===== src/rtl/segment_sketch_split_router_unit_defines.svh =====
// Assertion macros shared by the segment sketch split router files.
`ifndef SEGMENT_SKETCH_SPLIT_ROUTER_UNIT_DEFINES_SVH
`define SEGMENT_SKETCH_SPLIT_ROUTER_UNIT_DEFINES_SVH

// Check that cons holds in the same cycle as ante.
`define SSR_ASSERT_NOW(label, ante, cons, msg) \
  label: assert property (@(posedge clk) disable iff (!rst_n) (ante) |-> (cons)) \
    else $error(msg);

// Check that cons holds in the cycle after ante.
`define SSR_ASSERT_NEXT(label, ante, cons, msg) \
  label: assert property (@(posedge clk) disable iff (!rst_n) (ante) |=> (cons)) \
    else $error(msg);

`endif


===== src/rtl/ssr_pkg.sv =====
// Shared constants and types of the segment sketch split router.
package ssr_pkg;
  localparam int SEG_MAX = 256;
  localparam int CNT_W   = $clog2(SEG_MAX + 1);
  localparam int SUM_W   = 16 + $clog2(SEG_MAX);
  localparam int SQ_W    = 32 + $clog2(SEG_MAX);
  localparam int STEP_W  = $clog2(SQ_W + 1);
  localparam int ROOT_STEPS = 16;

  localparam logic CMD_SAMPLE = 1'b0;
  localparam logic CMD_CLEAR  = 1'b1;

  localparam logic CFG_SPLIT_BY_STDEV  = 1'b0;
  localparam logic CFG_SPLIT_THRESHOLD = 1'b1;

  // One job from the front part to the back part.
  typedef struct packed {
    logic                    clr;
    logic signed [SUM_W-1:0] sum;
    logic [SQ_W-1:0]         sq;
    logic [CNT_W-1:0]        cnt;
  } job_t;

  // Queue head toward the back part.
  typedef struct packed {
    logic valid;
    job_t job;
  } head_t;
endpackage


===== src/rtl/segment_sketch_split_router_unit.sv =====
// Top level of the segment sketch split router.
// Samples are taken one per cycle into running sums while the queue has room; a
// segment end or clear command is queued (two entries) for the back part. A clear
// is done there in the pop; a segment goes from queue pop to result through the
// pop, a 40-step bit-serial divider for mean and mean square, the mean, multiply
// and variance states that floor the mean, square it and subtract, a 16-step
// square root, then the done state, which waits while the previous result is
// stalled and then widens the envelope and loads the output register. Samples of
// the next segment keep flowing while the back part works; the input stalls only
// when both queue entries are waiting.
module segment_sketch_split_router_unit (
  input  logic                clk,
  input  logic                rst_n,
  input  logic                cfg_we,
  input  logic                cfg_index,
  input  logic [15:0]         cfg_wdata,
  input  logic                in_valid,
  output logic                in_stall,
  input  logic                in_cmd,
  input  logic signed [15:0]  in_sample,
  input  logic                in_last_sample,
  output logic                out_valid,
  input  logic                out_stall,
  output logic signed [15:0]  out_seg_mean,
  output logic [14:0]         out_seg_stdev,
  output logic                out_route_left,
  output logic signed [15:0]  out_env_max_mean,
  output logic signed [15:0]  out_env_min_mean,
  output logic [14:0]         out_env_max_stdev,
  output logic [14:0]         out_env_min_stdev,
  output logic signed [15:0]  out_mean_split_value,
  output logic [14:0]         out_stdev_split_value
);
  import ssr_pkg::*;

  head_t head;
  logic  pop;

  ssr_front u_front (
    .clk, .rst_n, .in_valid, .in_stall, .in_cmd, .in_sample, .in_last_sample,
    .head, .pop
  );

  ssr_back u_back (
    .clk, .rst_n, .cfg_we, .cfg_index, .cfg_wdata, .head, .pop,
    .out_valid, .out_stall, .out_seg_mean, .out_seg_stdev, .out_route_left,
    .out_env_max_mean, .out_env_min_mean, .out_env_max_stdev, .out_env_min_stdev,
    .out_mean_split_value, .out_stdev_split_value
  );
endmodule


===== src/rtl/ssr_front.sv =====
// Front part: accumulates segment sums and queues segment-end and clear jobs.
module ssr_front (
  input  logic                clk,
  input  logic                rst_n,
  input  logic                in_valid,
  output logic                in_stall,
  input  logic                in_cmd,
  input  logic signed [15:0]  in_sample,
  input  logic                in_last_sample,
  output ssr_pkg::head_t      head,
  input  logic                pop
);
  import ssr_pkg::*;
  `include "segment_sketch_split_router_unit_defines.svh"

  logic signed [SUM_W-1:0] sum_r, sum_nxt;
  logic [SQ_W-1:0]         sq_r, sq_nxt;
  logic [CNT_W-1:0]        cnt_r, cnt_nxt;
  job_t                    q_r [2];
  logic                    wp_r, rp_r;
  logic [1:0]              fill_r, fill_nxt;
  logic                    acc, push;
  logic signed [SUM_W-1:0] sum_add;
  logic [SQ_W-1:0]         sq_add;
  logic [CNT_W-1:0]        cnt_add;
  logic signed [31:0]      prod;
  job_t                    push_job;

  assign in_stall = (fill_r == 2'd2);
  assign acc      = in_valid && !in_stall;
  assign prod     = in_sample * in_sample;

  // Add the sample unless the segment is already full
  always_comb begin
    sum_add = sum_r;
    sq_add  = sq_r;
    cnt_add = cnt_r;
    if (cnt_r < CNT_W'(SEG_MAX)) begin
      sum_add = sum_r + SUM_W'(in_sample);
      sq_add  = sq_r + SQ_W'(unsigned'(prod));
      cnt_add = cnt_r + 1'b1;
    end
  end

  always_comb begin
    sum_nxt = sum_r;
    sq_nxt  = sq_r;
    cnt_nxt = cnt_r;
    push    = 1'b0;
    push_job.clr = (in_cmd == CMD_CLEAR);
    push_job.sum = sum_add;
    push_job.sq  = sq_add;
    push_job.cnt = cnt_add;
    if (acc) begin
      if (in_cmd == CMD_CLEAR) begin
        push = 1'b1;
      end else if (in_last_sample) begin
        push    = 1'b1;
        sum_nxt = '0;
        sq_nxt  = '0;
        cnt_nxt = '0;
      end else begin
        sum_nxt = sum_add;
        sq_nxt  = sq_add;
        cnt_nxt = cnt_add;
      end
    end
  end

  assign fill_nxt = fill_r + {1'b0, push} - {1'b0, pop};

  always_ff @(posedge clk) begin
    if (!rst_n) begin
      sum_r  <= '0;
      sq_r   <= '0;
      cnt_r  <= '0;
      wp_r   <= 1'b0;
      rp_r   <= 1'b0;
      fill_r <= '0;
    end else begin
      sum_r  <= sum_nxt;
      sq_r   <= sq_nxt;
      cnt_r  <= cnt_nxt;
      fill_r <= fill_nxt;
      if (push) wp_r <= !wp_r;
      if (pop)  rp_r <= !rp_r;
    end
  end

  // Hold queued jobs
  always_ff @(posedge clk) begin
    if (push) q_r[wp_r] <= push_job;
  end

  assign head.valid = (fill_r != 2'd0);
  assign head.job   = q_r[rp_r];

  `SSR_ASSERT_NOW(a_fill_bound, 1'b1, fill_r != 2'd3, "queue fill out of range")
  `SSR_ASSERT_NOW(a_pop_nonempty, pop, fill_r != 2'd0, "pop from empty queue")
  `SSR_ASSERT_NOW(a_push_room, push, fill_r != 2'd2, "push into full queue")
endmodule


===== src/rtl/ssr_back.sv =====
// Back part: divides, takes the root, widens or clears the envelope and drives results.
module ssr_back (
  input  logic                clk,
  input  logic                rst_n,
  input  logic                cfg_we,
  input  logic                cfg_index,
  input  logic [15:0]         cfg_wdata,
  input  ssr_pkg::head_t      head,
  output logic                pop,
  output logic                out_valid,
  input  logic                out_stall,
  output logic signed [15:0]  out_seg_mean,
  output logic [14:0]         out_seg_stdev,
  output logic                out_route_left,
  output logic signed [15:0]  out_env_max_mean,
  output logic signed [15:0]  out_env_min_mean,
  output logic [14:0]         out_env_max_stdev,
  output logic [14:0]         out_env_min_stdev,
  output logic signed [15:0]  out_mean_split_value,
  output logic [14:0]         out_stdev_split_value
);
  import ssr_pkg::*;
  `include "segment_sketch_split_router_unit_defines.svh"

  localparam logic [2:0] ST_IDLE = 3'd0;
  localparam logic [2:0] ST_DIV  = 3'd1;
  localparam logic [2:0] ST_MEAN = 3'd2;
  localparam logic [2:0] ST_MUL  = 3'd3;
  localparam logic [2:0] ST_VAR  = 3'd4;
  localparam logic [2:0] ST_ROOT = 3'd5;
  localparam logic [2:0] ST_DONE = 3'd6;

  logic [2:0]              state_r;
  logic                    by_stdev_r;
  logic signed [15:0]      thr_r;
  logic signed [15:0]      max_mean_r, min_mean_r;
  logic [14:0]             max_sd_r, min_sd_r;
  logic                    neg_r;
  logic [SQ_W-1:0]         na_r, nb_r;
  logic [CNT_W-1:0]        ra_r, rb_r, d_r;
  logic [STEP_W-1:0]       step_r;
  logic signed [15:0]      mean_r;
  logic [30:0]             q2_r;
  logic [31:0]             msq_r;
  logic [31:0]             v_r;
  logic [15:0]             root_r;
  logic [18:0]             rem_r;
  logic                    out_valid_r;

  logic [CNT_W:0]          ta, tb;
  logic                    ga, gb;
  logic [SUM_W:0]          mag;
  logic signed [SUM_W:0]   mean_full;
  logic signed [32:0]      var_s;
  logic [18:0]             rt, trial;
  logic                    gr;
  logic [14:0]             sd;
  logic signed [15:0]      nmax_mean, nmin_mean;
  logic [14:0]             nmax_sd, nmin_sd;
  logic signed [16:0]      ind, mid_m;
  logic [15:0]             mid_s;
  logic                    out_free;

  // One restoring divide step on both numerators
  assign ta = {ra_r, na_r[SQ_W-1]};
  assign tb = {rb_r, nb_r[SQ_W-1]};
  assign ga = (ta >= {1'b0, d_r});
  assign gb = (tb >= {1'b0, d_r});

  // Floor the signed mean from magnitude quotient and remainder
  assign mag       = {1'b0, na_r[SUM_W-1:0]} + (SUM_W+1)'(neg_r && (ra_r != '0));
  assign mean_full = neg_r ? -$signed(mag) : $signed(mag);
  assign var_s     = $signed({2'b00, q2_r}) - $signed({1'b0, msq_r});

  // One root digit per cycle
  assign rt    = {rem_r[16:0], v_r[31:30]};
  assign trial = {1'b0, root_r, 2'b01};
  assign gr    = (rt >= trial);

  assign sd        = root_r[15] ? 15'h7fff : root_r[14:0];
  assign nmax_mean = (mean_r > max_mean_r) ? mean_r : max_mean_r;
  assign nmin_mean = (mean_r < min_mean_r) ? mean_r : min_mean_r;
  assign nmax_sd   = (sd > max_sd_r) ? sd : max_sd_r;
  assign nmin_sd   = (sd < min_sd_r) ? sd : min_sd_r;
  assign ind       = by_stdev_r ? $signed({2'b00, sd}) : 17'(mean_r);
  assign mid_m     = 17'(nmax_mean) + 17'(nmin_mean);
  assign mid_s     = {1'b0, nmax_sd} + {1'b0, nmin_sd};
  assign out_free  = !out_valid_r || !out_stall;

  assign pop       = (state_r == ST_IDLE) && head.valid;
  assign out_valid = out_valid_r;

  // Configuration registers
  always_ff @(posedge clk) begin
    if (!rst_n) begin
      by_stdev_r <= 1'b0;
      thr_r      <= '0;
    end else if (cfg_we) begin
      unique case (cfg_index)
        CFG_SPLIT_BY_STDEV:  by_stdev_r <= cfg_wdata[0];
        CFG_SPLIT_THRESHOLD: thr_r      <= $signed(cfg_wdata);
        default: ;
      endcase
    end
  end

  // Sequencer and envelope
  always_ff @(posedge clk) begin
    if (!rst_n) begin
      state_r     <= ST_IDLE;
      out_valid_r <= 1'b0;
      max_mean_r  <= 16'sh8000;
      min_mean_r  <= 16'sh7fff;
      max_sd_r    <= '0;
      min_sd_r    <= 15'h7fff;
    end else begin
      if (out_valid_r && !out_stall && state_r != ST_DONE) out_valid_r <= 1'b0;
      unique case (state_r)
        ST_IDLE: begin
          if (head.valid) begin
            if (head.job.clr) begin
              max_mean_r <= 16'sh8000;
              min_mean_r <= 16'sh7fff;
              max_sd_r   <= '0;
              min_sd_r   <= 15'h7fff;
            end else begin
              state_r <= ST_DIV;
            end
          end
        end
        ST_DIV: begin
          if (step_r == STEP_W'(SQ_W - 1)) state_r <= ST_MEAN;
        end
        ST_MEAN: state_r <= ST_MUL;
        ST_MUL:  state_r <= ST_VAR;
        ST_VAR:  state_r <= ST_ROOT;
        ST_ROOT: begin
          if (step_r == STEP_W'(ROOT_STEPS - 1)) state_r <= ST_DONE;
        end
        ST_DONE: begin
          if (out_free) begin
            max_mean_r  <= nmax_mean;
            min_mean_r  <= nmin_mean;
            max_sd_r    <= nmax_sd;
            min_sd_r    <= nmin_sd;
            out_valid_r <= 1'b1;
            state_r     <= ST_IDLE;
          end
        end
        default: state_r <= ST_IDLE;
      endcase
    end
  end

  // Datapath registers
  always_ff @(posedge clk) begin
    unique case (state_r)
      ST_IDLE: begin
        neg_r  <= head.job.sum[SUM_W-1];
        na_r   <= SQ_W'(unsigned'(head.job.sum[SUM_W-1] ? -head.job.sum : head.job.sum));
        nb_r   <= head.job.sq;
        d_r    <= head.job.cnt;
        ra_r   <= '0;
        rb_r   <= '0;
        step_r <= '0;
      end
      ST_DIV: begin
        ra_r   <= ga ? CNT_W'(ta - {1'b0, d_r}) : ta[CNT_W-1:0];
        rb_r   <= gb ? CNT_W'(tb - {1'b0, d_r}) : tb[CNT_W-1:0];
        na_r   <= {na_r[SQ_W-2:0], ga};
        nb_r   <= {nb_r[SQ_W-2:0], gb};
        step_r <= step_r + 1'b1;
      end
      ST_MEAN: begin
        mean_r <= mean_full[15:0];
        q2_r   <= nb_r[30:0];
      end
      ST_MUL: msq_r <= unsigned'(32'(mean_r) * 32'(mean_r));
      ST_VAR: begin
        v_r    <= var_s[32] ? '0 : var_s[31:0];
        rem_r  <= '0;
        root_r <= '0;
        step_r <= '0;
      end
      ST_ROOT: begin
        rem_r  <= gr ? (rt - trial) : rt;
        root_r <= {root_r[14:0], gr};
        v_r    <= {v_r[29:0], 2'b00};
        step_r <= step_r + 1'b1;
      end
      ST_DONE: begin
        if (out_free) begin
          out_seg_mean          <= mean_r;
          out_seg_stdev         <= sd;
          out_route_left        <= (ind < 17'(thr_r));
          out_env_max_mean      <= nmax_mean;
          out_env_min_mean      <= nmin_mean;
          out_env_max_stdev     <= nmax_sd;
          out_env_min_stdev     <= nmin_sd;
          out_mean_split_value  <= mid_m[16:1];
          out_stdev_split_value <= mid_s[15:1];
        end
      end
      default: ;
    endcase
  end

  `SSR_ASSERT_NEXT(a_rise_from_done, !out_valid_r && state_r != ST_DONE, !out_valid_r,
    "result raised outside of segment end")
  `SSR_ASSERT_NOW(a_env_order, out_valid_r, out_env_min_mean <= out_env_max_mean,
    "mean envelope inverted")
  `SSR_ASSERT_NOW(a_stdev_order, out_valid_r, out_env_min_stdev <= out_env_max_stdev,
    "stdev envelope inverted")
endmodule

===== config.mk =====
export PLATFORM = sky130hd
export DESIGN_NAME = segment_sketch_split_router_unit
export DESIGN_NICKNAME = d
export VERILOG_FILES = /design/src/rtl/ssr_pkg.sv /design/src/rtl/segment_sketch_split_router_unit.sv /design/src/rtl/ssr_front.sv /design/src/rtl/ssr_back.sv
export VERILOG_INCLUDE_DIRS = /design/src /design/src/rtl
export SDC_FILE = /design/constraint.sdc
export NUM_CORES = 2
export LEC_CHECK = 0
export ABC_AREA = 1
export BUFFER_PORTS_ARGS = -buffer_cell sky130_fd_sc_hd__buf_2
export CAP_MARGIN = 20
export CORE_MARGIN = 3
export CORE_UTILIZATION = 45
export DETAILED_ROUTE_END_ITERATION = 10
export GPL_TIMING_DRIVEN = 0
export SETUP_SLACK_MARGIN = 0.1
export SLEW_MARGIN = 20
export SYNTH_ARGS = -nofsm -noshare
export SYNTH_HDL_FRONTEND = slang
export SYNTH_HIERARCHICAL = 1
export SYNTH_SLANG_ARGS = --single-unit

===== constraint.sdc =====
create_clock -name clk -period 16.7 [get_ports clk]
set_clock_uncertainty 0.2 [all_clocks]
set_input_delay 4.175 -clock clk [delete_from_list [all_inputs] [get_ports clk]]
set_output_delay 4.175 -clock clk [all_outputs]
set_load 0.02 [all_outputs]

==> out/metrics.cfg <==
[status]
outcome = complete, no violations

[synth]
synth_flop_cell = edfxtp_1
synth_cell_types = 67
async_reset_ff_frac = 0
synth_area_leaders = edfxtp_1 (28%), fa_1 (17%), nand2_1 (9.6%)
yosysTopAreaCell = edfxtp_1
synth_top_area_frac = 0.282
synth_edf_count = 530
netlist_area_mm2 = 0.0565
synth.avg_cell_area_um2 = 8.74
synth-seq-area-share = 0.339
syn_nets = 7393
ys_ff_latch = 691
yosysWarnings = 6
synth_cells = 6465

[clock_tree]
post-cts-setup-buffers = 0
clkTransAtPathRegs_ps = 60
clk_latency_ps = 630
cts_tree = built
cts_htree_levels = 3
cts-root-buf = clkbuf_16
ctsHoldBuffers = 0
cts_sinks = 691
max-clock-path-buffers = 3
cts_buffers = 75
cts_resized = 0

[finish]
drive_above_1_share = 0.0879
final_cell_mix = nand2_1 (1447), inv_1 (1320), edfxtp_1 (530)
nets = 7649
final_common_cell = nand2_1
area_growth_syn_to_layout_pct = 10.3
antenna_cells = 0
final_core_util = 0.502

[global_routing]
globalRouteOverflowTotal = 0
grtUsageTotal = 0.233
grt_pass1_vias = 43728
antenna_found_initial = 3
grt_max_degree = 83
grt_pass1_wl_mm = 240

[sta]
finalCriticalPeriod_ps = 12310
hold_violations = 0
fin_setup_tns_ps = 0
fin_crit_sh = 0.737
relSlewSlack = 0.231
slew_viol_final = 0
setup_viol = 0
rsz0062_at_grt = no
fmaxAchievable_mhz = 81.2
worst_pin_slew_ps = 1150

[floorplanning]
die_y_um = 360
io_pins = 167
die_w_um = 360
start_util = 0.455
row_count = 129
dieArea_mm2 = 0.130
core_area_mm2 = 0.124

[route]
ant_nets = 0
first_pass_iters = 6
via_per_inst = 5.11
wirelength_mm = 151
drtIter0Drc = 2704
drc_errors = 0
wl_per_cell_um = 17.9
vias = 43062

[critical_path]
crit_slowest_cell = clkbuf_1
crit_family = adder cells
crit_type = primary input to register
crit_path_frequent_cell = nand2_1
cp_num_buf_inv = 8
end_kind = register
path_max_fanout = 10
crit_required_ps = 17040
arrival_ps = 12650
cp-start-kind = primary input
max_stage_delay_ps = 690

[flow_run]
drv_cap = 0

[placement]
dpl.hpwl_mm = 123
place.gp.congestion = 0.940
portBuffers = 166

[hold_path]
min_path_type = register to register

-- sequential cells by signal, summed over array words and instances, names as in the netlist, 24 cells and up, named ones only --
signal         cells
u_back/q2_r       31
u_back/nb_r       40
u_back/v_r        32
u_front/sum_r     24
u_front/q_r      148
u_back/msq_r      31
u_back/na_r       40
u_front/sq_r      40
-- routing by layer --
layer,vias up,global-route usage,part of all wire,routed length (µm)
met2,1052,0.414,0.50,75000
met4,4,0.0870,0.039,5930
met3,271,0.0230,0.042,6400
met1,20692,0.293,0.42,63400
met5,-,0,0.00016,24
li1,21043,-,-,-
-- worst paths after layout --
path / to / cells past startpoint / from / slack, ps
worst max register to register: u_back/msq_r[29]$_DFFE_PP_ / 24 / u_back/mean_r[4]$_DFFE_PP_ / 8750
worst max-delay path: u_front/sq_r[39]$_SDFFE_PN0P_ / 34 / in_sample[8] / 4390
worst min register to register: u_back/q2_r[4]$_DFFE_PP_ / 0 / u_back/nb_r[4]$_DFFE_PP_ / 230
worst min-delay path: u_back/q2_r[4]$_DFFE_PP_ / 0 / u_back/nb_r[4]$_DFFE_PP_ / 230
-- worst reg2reg max path, stage by stage, from the launching register on --
cell	delay, ps
edfxtp_1	740
clkbuf_1	780
clkbuf_1	510
nand2_1	160
fa_1	620
inv_1	70
fa_1	460
fa_1	520
fa_1	520
fa_1	540
inv_1	50
fa_1	530
inv_1	50
ha_1	400
nand2_1	140
nor2_1	140
inv_1	60
nor3_1	190
a21oi_2	150
o21ai_2	260
nand2_1	90
o211ai_1	140
nand2_1	90
nand2_1	80
xor2_1	280
-- synth_stat cells, types with 38 or more instances --
master / instances
nand2_1: 1448
inv_1: 1320
edfxtp_1: 530
fa_1: 476
ha_1: 412
a21oi_1: 404
nor2_1: 300
o21ai_0: 264
nand3_1: 184
dfxtp_1: 161
xor2_1: 128
clkbuf_1: 120
xnor2_1: 96
mux2_2: 74
nand4_1: 48
nor3_1: 44
o21ai_1: 43
buf_2: 38
-- through the flow --
stage	cells	setup WS [ps]	hold slack, ps	instance area (µm²)
after floorplan	6465	5770	227	56500
after global placement	8268	3890	237	59400
after detailed placement	8281	3840	233	59700
after CTS	8420	4470	225	62300
after global routing	8420	3950	249	62300
final	8420	4390	231	62300
-- layout make-up --
type	instances	area, µm²
fill	11725	61800
multi-input combinational	4244	31500
sequential	691	19100
inverter	1344	5050
clock buffer	94	2090
tap	1637	2050
timing repair buffer	179	1120
buffer	186	831
clock inverter	45	507
-- kinds of logic after synthesis --
group,Yosys count,share of synthesized area
AO/OA/AOI/OAI,905,0.0895
XOR/XNOR,224,0.0347
adder cells (fa/ha/maj),888,0.260
buffers and inverters,1530,0.104
flip-flops,691,0.339
multiplexers,76,0.0151
AND/OR/NAND/NOR,2151,0.158
Power is left out: the tool's default activity adds up to more than one toggle a clock period on the data nets, which glitch-free logic cannot reach.
